<file path="src/design/bsm_pkg.sv">
// Shared types and constants for the bank switch mapper.
package bsm_pkg;

  // Input item opcodes
  localparam logic [1:0] OP_TICK      = 2'd0;
  localparam logic [1:0] OP_CPU_WRITE = 2'd1;
  localparam logic [1:0] OP_CPU_QUERY = 2'd2;
  localparam logic [1:0] OP_PPU_QUERY = 2'd3;

  // Result target codes
  localparam logic [2:0] TGT_UNMAPPED  = 3'd0;
  localparam logic [2:0] TGT_PRG_ROM   = 3'd1;
  localparam logic [2:0] TGT_PRG_RAM   = 3'd2;
  localparam logic [2:0] TGT_CHR_ROM   = 3'd3;
  localparam logic [2:0] TGT_NAMETABLE = 3'd4;

  // Configuration register indexes
  localparam int unsigned CFG_INDEX_W = 1;
  localparam int unsigned CFG_DATA_W  = 8;
  localparam logic [CFG_INDEX_W-1:0] CFG_PRG_BANK_MASK = 1'd0;
  localparam logic [CFG_INDEX_W-1:0] CFG_CHR_BANK_MASK = 1'd1;

  // Mirroring modes
  localparam logic [1:0] MIRROR_VERTICAL   = 2'd0;
  localparam logic [1:0] MIRROR_HORIZONTAL = 2'd1;
  localparam logic [1:0] MIRROR_SINGLE_HI  = 2'd2;
  localparam logic [1:0] MIRROR_SINGLE_LO  = 2'd3;

  // Write groups selected by address bits 15:12
  localparam logic [3:0] GRP_PRG_LOW  = 4'h8;
  localparam logic [3:0] GRP_MIRROR   = 4'h9;
  localparam logic [3:0] GRP_PRG_HIGH = 4'hA;
  localparam logic [3:0] GRP_CHR_LO   = 4'hB;
  localparam logic [3:0] GRP_CHR_HI   = 4'hE;
  localparam logic [3:0] GRP_IRQ      = 4'hF;

  // IRQ group sub-addresses
  localparam logic [1:0] IRQ_SUB_RELOAD_LO = 2'd0;
  localparam logic [1:0] IRQ_SUB_CONTROL   = 2'd1;
  localparam logic [1:0] IRQ_SUB_RELOAD_HI = 2'd2;
  localparam logic [1:0] IRQ_SUB_ACK       = 2'd3;

  // Fixed upper 16KB window: 16KB bank 0x1F, upper seven bits of the 8KB bank
  localparam logic [6:0] FIXED_BANK_HI = 7'h1F;

  // Prescaler
  localparam int unsigned PRESC_W = 10;
  localparam logic signed [PRESC_W-1:0] PRESCALE_PERIOD = 10'sd341;
  localparam logic signed [PRESC_W-1:0] PRESCALE_STEP   = 10'sd3;

  typedef struct packed {
    logic [1:0]  opcode;
    logic [15:0] bus_address;
    logic [7:0]  write_data;
  } item_t;

  typedef struct packed {
    logic        irq_asserted;
    logic [2:0]  target;
    logic [20:0] mapped_address;
  } result_t;

  // Commands from the write decoder to the IRQ counter
  typedef struct packed {
    logic       tick;
    logic       reload_lo;
    logic       reload_hi;
    logic       control;
    logic       ack;
    logic [7:0] data;
  } irq_cmd_t;

endpackage

</file>
<file path="src/design/bsm_irq.sv">
// IRQ counter with prescaler, latch, control and acknowledge.
module bsm_irq (
  input  logic              clk,
  input  logic              rst,
  input  bsm_pkg::irq_cmd_t cmd,
  output logic              irq_next
);

  logic [2:0]                         control, control_next;
  logic [7:0]                         count, count_next;
  logic [7:0]                         reload, reload_next;
  logic signed [bsm_pkg::PRESC_W-1:0] prescaler, prescaler_next;
  logic signed [bsm_pkg::PRESC_W-1:0] presc_dec;
  logic                               irq_line, irq_line_next;
  logic                               fire;

  always_comb begin
    control_next   = control;
    count_next     = count;
    reload_next    = reload;
    prescaler_next = prescaler;
    irq_line_next  = irq_line;
    fire           = 1'b0;
    presc_dec      = prescaler - bsm_pkg::PRESCALE_STEP;

    // Bit 1 enables counting; bit 2 selects cycle mode over the prescaler.
    if (cmd.tick && control[1]) begin
      if (control[2]) begin
        fire = 1'b1;
      end else if (presc_dec[bsm_pkg::PRESC_W-1]) begin
        prescaler_next = presc_dec + bsm_pkg::PRESCALE_PERIOD;
        fire           = 1'b1;
      end else begin
        prescaler_next = presc_dec;
      end
    end

    if (fire) begin
      if (count == 8'hFF) begin
        count_next    = reload;
        irq_line_next = 1'b1;
      end else begin
        count_next = count + 8'd1;
      end
    end

    if (cmd.reload_lo) begin
      reload_next = {reload[7:4], cmd.data[3:0]};
    end
    if (cmd.reload_hi) begin
      reload_next = {cmd.data[3:0], reload[3:0]};
    end
    if (cmd.control) begin
      control_next  = cmd.data[2:0];
      irq_line_next = 1'b0;
      if (cmd.data[1]) begin
        count_next     = reload;
        prescaler_next = bsm_pkg::PRESCALE_PERIOD;
      end
    end
    if (cmd.ack) begin
      control_next  = {control[2], control[0], control[0]};
      irq_line_next = 1'b0;
    end
  end

  always_ff @(posedge clk) begin
    if (rst) begin
      control   <= '0;
      count     <= '0;
      reload    <= '0;
      prescaler <= '0;
      irq_line  <= 1'b0;
    end else begin
      control   <= control_next;
      count     <= count_next;
      reload    <= reload_next;
      prescaler <= prescaler_next;
      irq_line  <= irq_line_next;
    end
  end

  assign irq_next = irq_line_next;

endmodule

</file>
<file path="src/design/bank_switch_mapper_with_scanline_irq.sv">
// Top level of the cartridge bank mapper with its IRQ counter.
//
// Items arrive on the item channel (valid/ready) and each one yields exactly
// one result on the result channel (valid/ready). An item is a CPU cycle
// tick, a CPU register write, a CPU address query or a PPU address query.
// Every result carries the IRQ line level after that item; queries also
// carry the target memory and the banked byte offset within it.
// An item is held in the input register, then the mapping and IRQ update
// are done in a single pass into the result register.
// Throughput is one item per cycle while the receiver takes results; the
// bank and IRQ state written by one item is in place for the item after it.
// When the receiver stalls, the result register holds its result and the
// input register can still take one more item before item_ready drops.
// The bank mask registers are written through cfg_we, cfg_index and
// cfg_data; the user must do so only while the block is idle, unenforced.
// Synchronous reset restores the power-up bank layout, sets both masks to
// all ones, clears the IRQ counter and empties both registers.
module bank_switch_mapper_with_scanline_irq (
  input  logic                               clk,
  input  logic                               rst,
  input  logic                               item_valid,
  output logic                               item_ready,
  input  bsm_pkg::item_t                     item,
  output logic                               result_valid,
  input  logic                               result_ready,
  output bsm_pkg::result_t                   result,
  input  logic                               cfg_we,
  input  logic [bsm_pkg::CFG_INDEX_W-1:0]    cfg_index,
  input  logic [bsm_pkg::CFG_DATA_W-1:0]     cfg_data
);

  logic [7:0]        prg_bank_mask;
  logic [7:0]        chr_bank_mask;
  logic [7:0]        prg_bank_low;
  logic [7:0]        prg_bank_high;
  logic [7:0]        chr_banks [8];
  logic [1:0]        mirror_mode;

  logic              stage_valid;
  bsm_pkg::item_t    stage;
  logic              advance;
  logic              work;

  logic [15:0]       addr;
  logic [3:0]        group;
  logic [1:0]        sub;
  logic              is_write;
  logic [3:0]        chr_offset;
  logic [2:0]        chr_idx;
  logic [7:0]        prg_bank;
  logic [13:0]       ppu_addr;
  logic              page;

  bsm_pkg::irq_cmd_t irq_cmd;
  logic              irq_next;
  bsm_pkg::result_t  result_next;

  assign advance    = !result_valid || result_ready;
  assign item_ready = !stage_valid || advance;
  assign work       = stage_valid && advance;

  always_ff @(posedge clk) begin
    if (rst) begin
      stage_valid <= 1'b0;
    end else if (item_ready) begin
      stage_valid <= item_valid;
    end
  end

  always_ff @(posedge clk) begin
    if (item_ready && item_valid) begin
      stage <= item;
    end
  end

  // Write decode
  assign addr       = stage.bus_address;
  assign group      = addr[15:12];
  assign sub        = addr[1:0] | addr[3:2];
  assign is_write   = work && (stage.opcode == bsm_pkg::OP_CPU_WRITE);
  assign chr_offset = group - bsm_pkg::GRP_CHR_LO;
  assign chr_idx    = {chr_offset[1:0], sub[0]};

  always_comb begin
    irq_cmd           = '0;
    irq_cmd.tick      = work && (stage.opcode == bsm_pkg::OP_TICK);
    irq_cmd.data      = stage.write_data;
    if (is_write && group == bsm_pkg::GRP_IRQ) begin
      unique case (sub)
        bsm_pkg::IRQ_SUB_RELOAD_LO: irq_cmd.reload_lo = 1'b1;
        bsm_pkg::IRQ_SUB_CONTROL:   irq_cmd.control   = 1'b1;
        bsm_pkg::IRQ_SUB_RELOAD_HI: irq_cmd.reload_hi = 1'b1;
        bsm_pkg::IRQ_SUB_ACK:       irq_cmd.ack       = 1'b1;
        default:                    irq_cmd.ack       = 1'b0;
      endcase
    end
  end

  bsm_irq u_irq (
    .clk      (clk),
    .rst      (rst),
    .cmd      (irq_cmd),
    .irq_next (irq_next)
  );

  always_ff @(posedge clk) begin
    if (rst) begin
      prg_bank_mask <= 8'hFF;
      chr_bank_mask <= 8'hFF;
    end else if (cfg_we) begin
      unique case (cfg_index)
        bsm_pkg::CFG_PRG_BANK_MASK: prg_bank_mask <= cfg_data;
        bsm_pkg::CFG_CHR_BANK_MASK: chr_bank_mask <= cfg_data;
        default:                    prg_bank_mask <= prg_bank_mask;
      endcase
    end
  end

  always_ff @(posedge clk) begin
    if (rst) begin
      prg_bank_low  <= 8'd0;
      prg_bank_high <= 8'd1;
      mirror_mode   <= bsm_pkg::MIRROR_VERTICAL;
      for (int i = 0; i < 8; i++) begin
        chr_banks[i] <= 8'(i);
      end
    end else if (is_write) begin
      if (group == bsm_pkg::GRP_PRG_LOW) begin
        prg_bank_low <= stage.write_data;
      end
      if (group == bsm_pkg::GRP_MIRROR) begin
        mirror_mode <= stage.write_data[1:0];
      end
      if (group == bsm_pkg::GRP_PRG_HIGH) begin
        prg_bank_high <= stage.write_data;
      end
      // Each CHR bank is written a nibble at a time.
      if (group >= bsm_pkg::GRP_CHR_LO && group <= bsm_pkg::GRP_CHR_HI) begin
        if (sub[1]) begin
          chr_banks[chr_idx][7:4] <= stage.write_data[3:0];
        end else begin
          chr_banks[chr_idx][3:0] <= stage.write_data[3:0];
        end
      end
    end
  end

  // Address mapping
  assign ppu_addr = addr[13:0];

  always_comb begin
    unique case (addr[14:13])
      2'b00:   prg_bank = prg_bank_low;
      2'b01:   prg_bank = prg_bank_high;
      default: prg_bank = {bsm_pkg::FIXED_BANK_HI, addr[13]};
    endcase

    unique case (mirror_mode)
      bsm_pkg::MIRROR_VERTICAL:   page = ppu_addr[10];
      bsm_pkg::MIRROR_HORIZONTAL: page = ppu_addr[11];
      bsm_pkg::MIRROR_SINGLE_HI:  page = 1'b1;
      default:                    page = 1'b0;
    endcase

    result_next                = '0;
    result_next.irq_asserted   = irq_next;
    unique case (stage.opcode)
      bsm_pkg::OP_CPU_QUERY: begin
        if (addr[15]) begin
          result_next.target         = bsm_pkg::TGT_PRG_ROM;
          result_next.mapped_address = {prg_bank & prg_bank_mask, addr[12:0]};
        end else if (addr[14:13] == 2'b11) begin
          result_next.target         = bsm_pkg::TGT_PRG_RAM;
          result_next.mapped_address = {8'd0, addr[12:0]};
        end
      end
      bsm_pkg::OP_PPU_QUERY: begin
        if (!ppu_addr[13]) begin
          result_next.target         = bsm_pkg::TGT_CHR_ROM;
          result_next.mapped_address =
            {3'd0, chr_banks[ppu_addr[12:10]] & chr_bank_mask, ppu_addr[9:0]};
        end else begin
          result_next.target         = bsm_pkg::TGT_NAMETABLE;
          result_next.mapped_address = {10'd0, page, ppu_addr[9:0]};
        end
      end
      default: result_next.target = bsm_pkg::TGT_UNMAPPED;
    endcase
  end

  always_ff @(posedge clk) begin
    if (rst) begin
      result_valid <= 1'b0;
    end else if (advance) begin
      result_valid <= stage_valid;
    end
  end

  always_ff @(posedge clk) begin
    if (work) begin
      result <= result_next;
    end
  end

endmodule

</file>
<file path="config.mk">
export PLATFORM = sky130hd
export DESIGN_NAME = bank_switch_mapper_with_scanline_irq
export DESIGN_NICKNAME = d
export VERILOG_FILES = /design/src/design/bsm_pkg.sv /design/src/design/bsm_irq.sv /design/src/design/bank_switch_mapper_with_scanline_irq.sv
export SDC_FILE = /design/constraint.sdc
export NUM_CORES = 1
export LEC_CHECK = 0
export BUFFER_PORTS_ARGS = -buffer_cell sky130_fd_sc_hd__buf_2
export CAP_MARGIN = 30
export CORE_MARGIN = 4
export CORE_UTILIZATION = 60
export CTS_CLUSTER_DIAMETER = 120
export DETAILED_ROUTE_END_ITERATION = 10
export GPL_TIMING_DRIVEN = 0
export PLACE_DENSITY_LB_ADDON = 0.2
export SETUP_SLACK_MARGIN = 0.05
export SLEW_MARGIN = 20
export SYNTH_ARGS = -nofsm -noshare
export SYNTH_HDL_FRONTEND = slang
export SYNTH_HIERARCHICAL = 1
export SYNTH_SLANG_ARGS = --single-unit
export TNS_END_PERCENT = 1
</file>
<file path="constraint.sdc">
create_clock -name clk -period 3.3 [get_ports clk]
set_clock_uncertainty 0.2 [all_clocks]
set_input_delay 0.165 -clock clk [delete_from_list [all_inputs] [get_ports clk]]
set_output_delay 0.165 -clock clk [all_outputs]
set_load 0.005 [all_outputs]
</file>
==> flow_summary.toml, run 1 <==
[logic_synthesis]
syn_avg_cell_area_um2 = 11.3
ys_dominant_reg_cell = "sky130_fd_sc_hd__edfxtp_1"
seq_area_frac_synth = 0.552
synth_seq_cells = 184
synth-edff-count = 115
synthesis.area_um2 = 8760
post_synth_num_cell_types = 72
synthesis.yosys.warnings = 6
synthArstFlopShare = 0
synth_nets = 822
syn_inst = 778

[clocking]
clock_tree.buffer_depth = 2
cts.root.buffer_cell = "sky130_fd_sc_hd__clkbuf_16"
tritoncts = "done"
cts-buffers-inserted = 17
clock_sink_count = 184
cts.htree.levels = 4
clkLatencyLatePin_ns = 0.44
cts_post_setup_buffers_inserted = 0
cts.clk_slew.worst_paths_ns = 0.07

[final_layout]
drive_above_1_share = 0.200
antennaDiodeCount = 0
cell_area_after_layout_um2 = 10400
areaGrowthSynthToFinish_pct = 18.3
layout.core_utilization = 0.735
layout_commonest_cell = "sky130_fd_sc_hd__edfxtp_1"
layout.cells.most_common_list = "sky130_fd_sc_hd__edfxtp_1, sky130_fd_sc_hd__buf_2, sky130_fd_sc_hd__dfxtp_1"
net_count_final = 945

[setup_path]
startpoint_type = "flip-flop"
setup_slack_of_the_most_critical_reg_to_reg_path_ns = 0.19
timing.critical_path.arrival_ns = 3.28
setup.worst_path.end_class = "flip-flop"
timing.critical_path.fanout_max = 10
crit_required_ns = 3.47
worstSetupPathType = "reg -> reg"

[place]
io_buffers = 66
detailedPlace.worstSlack_ns = -0.0452
place_hpwl_mm = 15.0
post_dp_cell_area_um2 = 9310
finalWeightedCongestion = 0.929

[grt]
gr_overflow_total = 0
grt_first_pass_wirelength_mm = 35.2
grt_start_max_net_pins = 27
globalRouteTotalUtil = 0.276
grt_pass1_vias = 6706
grt_antenna_before_repair = 0

[floorplanning]
placeableCoreArea_um2 = 14100
die-width_um = 129
std_cell_rows = 43
fp.dieH_um = 129
io_pins = 67
floorplan.initialDensity = 0.621
floorplan.die_area_um2 = 16600

[status]
outcome = "finished, final reports clean"

[run]
drv.max_cap_violation_count = 0

[detailed_routing]
firstDrtPassIters = 7
detailedRoute.firstIterationViolations = 768
remaining_drc_errors = 0
final_antenna_net_count = 0
wl_per_cell_um = 20.5
via_count = 6839
total_wire_length_after_detailed_routing_mm = 22.5
vias_per_cell = 6.25

[timing]
drv_slew = 0
grt_setup_unrepaired = "no"
slew_headroom = 0.528
achievable-frequency_ghz = 0.321
worst_pin_slew_ns = 0.708
timing.final.crit_period_ns = 3.11
post-route-period-util = 0.943
timing.setup.tns_ns = 0
setup_viol_count_final = 0
setup_ws_ns = 0.187
report.final.hold_viol_count = 0

[pwr]
power_density_over_cell_area_nw_per_um2 = 491
leakagePower_uw = 0.00377
ir_worst_vdd_mv = 0.514

[min_path]
worst_hold_path_type = "in -> reg"
-- layer usage --
| metal | part of all wire | vias up | global-route usage | wire, µm |
|---|---|---|---|---|
| li1 | - | 3168 | - | - |
| met1 | 0.41 | 3280 | 0.367 | 9200 |
| met2 | 0.49 | 351 | 0.447 | 10900 |
| met3 | 0.080 | 40 | 0.0623 | 1800 |
| met4 | 0.023 | 0 | 0.102 | 512 |
| met5 | 0 | - | 0 | 0 |
-- logic make-up (layout without fill, tap and decap cells) --
group                    after synthesis  count (layout)  synth area share
adder cells (fa/ha/maj)                4               4           0.00572
AND/OR/NAND/NOR                      294             294             0.186
XOR/XNOR                               4               4           0.00400
multiplexers                          61              61            0.0846
AO/OA/AOI/OAI                        154             154             0.122
flip-flops                           184             184             0.552
buffers and inverters                 77             213            0.0459
-- layout make-up --
class / count / area, µm²
sequential: 184 / 4840
fill: 945 / 3740
multi-input combinational: 517 / 3550
timing repair buffer: 104 / 726
clock buffer: 17 / 425
buffer: 65 / 359
tap: 180 / 225
clock inverter: 15 / 193
inverter: 12 / 45.0
-- registers in the layout (all words and copies together), names as in the netlist, named ones only --
register and cells:
u_irq/count 8, prg_bank_mask 8, prg_bank_high 8, stage 2, result 25, u_irq/control 3, mirror_mode 2, u_irq/reload 8
prg_bank_low 8, addr 16, stage_valid 1, result_valid 1, chr_banks 64, irq_cmd 8, chr_bank_mask 8, u_irq/prescaler 10
u_irq/irq_line 1
-- worst paths after layout --
check / startpoint / to / depth (start not counted)
worst max-delay path: u_irq/prescaler[0] / u_irq/prescaler[7] / 9
worst min-delay path: cfg_index / prg_bank_mask[3] / 5
worst max register to register: u_irq/prescaler[0] / u_irq/prescaler[7] / 9
worst min register to register: u_irq/reload[2] / u_irq/count[2] / 2
-- critical path: stages (launching register included) --
cell	delay (ns)
sky130_fd_sc_hd__dfxtp_1	0.50
sky130_fd_sc_hd__buf_2	0.28
sky130_fd_sc_hd__inv_1	0.06
sky130_fd_sc_hd__ha_1	0.34
sky130_fd_sc_hd__o21a_1	0.21
sky130_fd_sc_hd__o22a_1	0.20
sky130_fd_sc_hd__o21ai_0	0.39
sky130_fd_sc_hd__a31oi_1	0.19
sky130_fd_sc_hd__or4_1	0.52
sky130_fd_sc_hd__a21oi_1	0.15
-- power by group --
part / total (µW) / internal [µW] / switching (µW)
logic: 383 / 166 / 217
clock network: 2140 / 1210 / 934
registers: 2560 / 2520 / 41.9
total: 5090 / 3900 / 1190
-- per-stage QoR --
stage	power [µW]	hold WS (ns)	cells
floorplan	2810	0.0639	778
global placement	2930	0.142	1024
detailed placement	2950	0.143	1024
CTS	5080	0.0354	1093
global route	5220	0.0869	1094
finish	5090	0.0500	1094
-- cell usage after synthesis, types with 5 or more instances --
| master | number | area (µm²) |
|---|---|---|
| sky130_fd_sc_hd__edfxtp_1 | 115 | 3450 |
| sky130_fd_sc_hd__dfxtp_1 | 69 | 1380 |
| sky130_fd_sc_hd__nor2b_1 | 6 | 37.5 |
| sky130_fd_sc_hd__clkbuf_1 | 30 | 113 |
| sky130_fd_sc_hd__and2_1 | 15 | 93.8 |
| sky130_fd_sc_hd__o21ai_0 | 19 | 95.1 |
| sky130_fd_sc_hd__a31oi_1 | 7 | 43.8 |
| sky130_fd_sc_hd__buf_4 | 8 | 60.1 |
| sky130_fd_sc_hd__o22ai_1 | 13 | 81.3 |
| sky130_fd_sc_hd__buf_6 | 8 | 90.1 |
| sky130_fd_sc_hd__nor4_1 | 6 | 37.5 |
| sky130_fd_sc_hd__a21o_1 | 5 | 37.5 |
| sky130_fd_sc_hd__nand4_1 | 11 | 68.8 |
| sky130_fd_sc_hd__o21bai_1 | 18 | 135 |
| sky130_fd_sc_hd__nor3_1 | 61 | 305 |
| sky130_fd_sc_hd__mux4_2 | 8 | 180 |
| sky130_fd_sc_hd__buf_2 | 14 | 70.1 |
| sky130_fd_sc_hd__a21oi_1 | 28 | 140 |
| sky130_fd_sc_hd__nand2b_1 | 34 | 213 |
| sky130_fd_sc_hd__mux2i_1 | 29 | 290 |
| sky130_fd_sc_hd__or3_1 | 13 | 81.3 |
| sky130_fd_sc_hd__mux2_2 | 24 | 270 |
| sky130_fd_sc_hd__o211ai_1 | 14 | 105 |
| sky130_fd_sc_hd__inv_1 | 12 | 45.0 |
| sky130_fd_sc_hd__nor2_1 | 39 | 146 |
| sky130_fd_sc_hd__and3_1 | 11 | 68.8 |
| sky130_fd_sc_hd__o21a_1 | 6 | 45.0 |
| sky130_fd_sc_hd__nand2_1 | 49 | 184 |
| sky130_fd_sc_hd__nand3b_1 | 10 | 75.1 |
| sky130_fd_sc_hd__a211o_1 | 9 | 78.8 |
| sky130_fd_sc_hd__nand3_1 | 12 | 60.1 |
-- repair_timing --
| item | 4_1_cts | 5_1_grt |
|---|---|---|
| hold buffers | 37 | 0 |
| hold endpoints to repair | 51 | 0 |
| setup endpoints to repair | 3 | 12 |
| resized for setup | 1 | 7 |
(Power assumes the default switching activity.)
==> run 2: changes to the inputs <==
- CORE_MARGIN: 4 -> 1.5
==> flow_summary.toml, run 2 (synthesized netlist as in run 1, its figures left out) <==
[status]
outcome = "finished, final reports clean"

[place]
post_dp_cell_area_um2 = 9310
finalWeightedCongestion = 0.899
io_buffers = 66
placed_cells_incl_taps = 1024
place_hpwl_mm = 14.9

[setup_path]
worst-r2r-cell-count = 10
crit_path_end = "u_irq/count[6]"
crit_required_ns = 3.46
timing.critical_path.arrival_ns = 3.29
cp_cell_sequence = "clkbuf_2 > inv_1 > ha_1 > a21oi_1 > nand4_1 > a31o_2 > buf_2 > nor4_1 > o21ai_0 > a21oi_1"
setup_slack_of_the_most_critical_reg_to_reg_path_ns = 0.17
startpoint = "u_irq/prescaler[2]"
setup.worst_path.end_class = "flip-flop"
timing.rr.start = "u_irq/prescaler[2]"
worstSetupPathType = "reg -> reg"
worst_path_max_delay_cell = "sky130_fd_sc_hd__dfxtp_2"
timing.critical_path.fanout_max = 10
critical_path.reg2reg.endpoint = "u_irq/count[6]"
worst_path_most_repeated_cell = "sky130_fd_sc_hd__a21oi_1"
startpoint_type = "flip-flop"
critical-path-max-stage-delay_ns = 0.44

[final_layout]
cell_area_after_layout_um2 = 10300
areaGrowthSynthToFinish_pct = 17.9
layout.core_utilization = 0.735
regArea_um2 = 4840
multiInputGateArea_um2 = 3560
top_register = "chr_banks"
layout.cells.most_common_list = "sky130_fd_sc_hd__edfxtp_1, sky130_fd_sc_hd__buf_2, sky130_fd_sc_hd__dfxtp_1"
largest_reg_flops = 64
finish.cell_count_without_fillers = 1094
nFillCells = 940
antennaDiodeCount = 0
drive_above_1_share = 0.200
layout_commonest_cell = "sky130_fd_sc_hd__edfxtp_1"
net_count_final = 945

[grt]
met3_usage = 0.0591
grt_pass1_vias = 6676
grtUsageMet2 = 0.509
grt_start_max_net_pins = 27
busiest_layer = "met2"
met1_track_utilization_from_global_routing = 0.397
globalRouteTotalUtil = 0.306
gr_overflow_total = 0
grt_first_pass_wirelength_mm = 34.9
grt_antenna_before_repair = 0

[timing]
timing.final.crit_period_ns = 3.13
achievable-frequency_ghz = 0.320
post-route-period-util = 0.947
timing.setup.tns_ns = 0
slew_headroom = 0.538
drv_slew = 0
worst_pin_slew_ns = 0.693
grt_setup_unrepaired = "yes"
setup_viol_count_final = 0
report.final.hold_viol_count = 0

[pwr]
total_power_uw = 4960
ir_worst_vdd_mv = 0.405
leakagePower_uw = 0.00376
power_density_over_cell_area_nw_per_um2 = 481

[clocking]
cts.clk_slew.worst_paths_ns = 0.07
cts-buffers-inserted = 17
cts_post_setup_buffers_inserted = 0
tritoncts = "done"
cts.htree.levels = 4
clkLatencyLatePin_ns = 0.44
clock_tree.buffer_depth = 2
clock_sink_count = 184
cts.root.buffer_cell = "sky130_fd_sc_hd__clkbuf_16"

[min_path]
worst_hold_path_type = "in -> reg"
timing.hold.worst_path_depth = 4

[detailed_routing]
vias_per_cell = 6.24
firstDrtPassIters = 6
remaining_drc_errors = 0
via_count = 6832
final_antenna_net_count = 0
total_wire_length_after_detailed_routing_mm = 22.6
detailedRoute.firstIterationViolations = 643
wl_per_cell_um = 20.6

[floorplanning]
placeableCoreArea_um2 = 14000
io_pins = 67
std_cell_rows = 43
die-width_um = 124
floorplan.die_area_um2 = 15300
fp.dieH_um = 124
floorplan.initialDensity = 0.624

[run]
drv.max_cap_violation_count = 0
==> run 2: changes by cell type in the layout (fill, tap and decap cells not counted), sizes merged <==
cell	before	now
clkinvlp	3	2
clkbuf	50	49
clkinv	5	6
buf	99	100
inv	16	18
bufinv	3	1
==> run 2: final cells by class <==
class	count	share of cell area
inverters	12	0.00436
clock buffers	17	0.0412
flip-flops and latches	184	0.468
repair buffers	104	0.0693
multi-input cells	517	0.345
clock inverters	15	0.0158
plain buffers	65	0.0347
well taps	180	0.0218
==> run 2: worst max-delay path: cells and delay by family (launching register included) <==
kind | cells | cell delay (ns)
AND/OR/NAND/NOR | 2 | 0.59
buffers and inverters | 3 | 0.54
AO/OA/AOI/OAI | 4 | 0.95
adder cells (fa/ha/maj) | 1 | 0.31
flip-flops | 1 | 0.44
==> run 2: worst min path at each step <==
stage | start | to
after global placement | item[5] | irq_cmd[5]
final | result_ready | result_valid
after global routing | result_ready | result_valid
after detailed placement | item[12] | addr[4]
after floorplan | item[8] | addr[0]
after CTS | result_ready | result_valid
==> run 2: power by group <==
part           internal [µW]  total (µW)  switching (µW)
clock                   1070        2020             949
sequential              2520        2560            43.7
combinational            165         381             216
==> run 2: what timing repair did <==
action                     4_1_cts  5_1_grt
hold endpoints to repair        51        0
resized for setup                1        7
hold buffers                    37        0
setup endpoints to repair        4       12
==> run 2: routing by layer <==
metal,vias to the layer above,share of wire
met5,-,0
met4,0,0.028
met3,55,0.070
met2,323,0.49
met1,3295,0.41
li1,3159,-
==> run 2: stage by stage <==
step / worst slack [ns] / hold slack, ns
after floorplan: 0.531 / 0.0639
after global placement: -0.00507 / 0.142
after detailed placement: -0.111 / 0.143
after CTS: 0.0617 / 0.0521
after global routing: 0.0207 / 0.0926
final: 0.174 / 0.0620
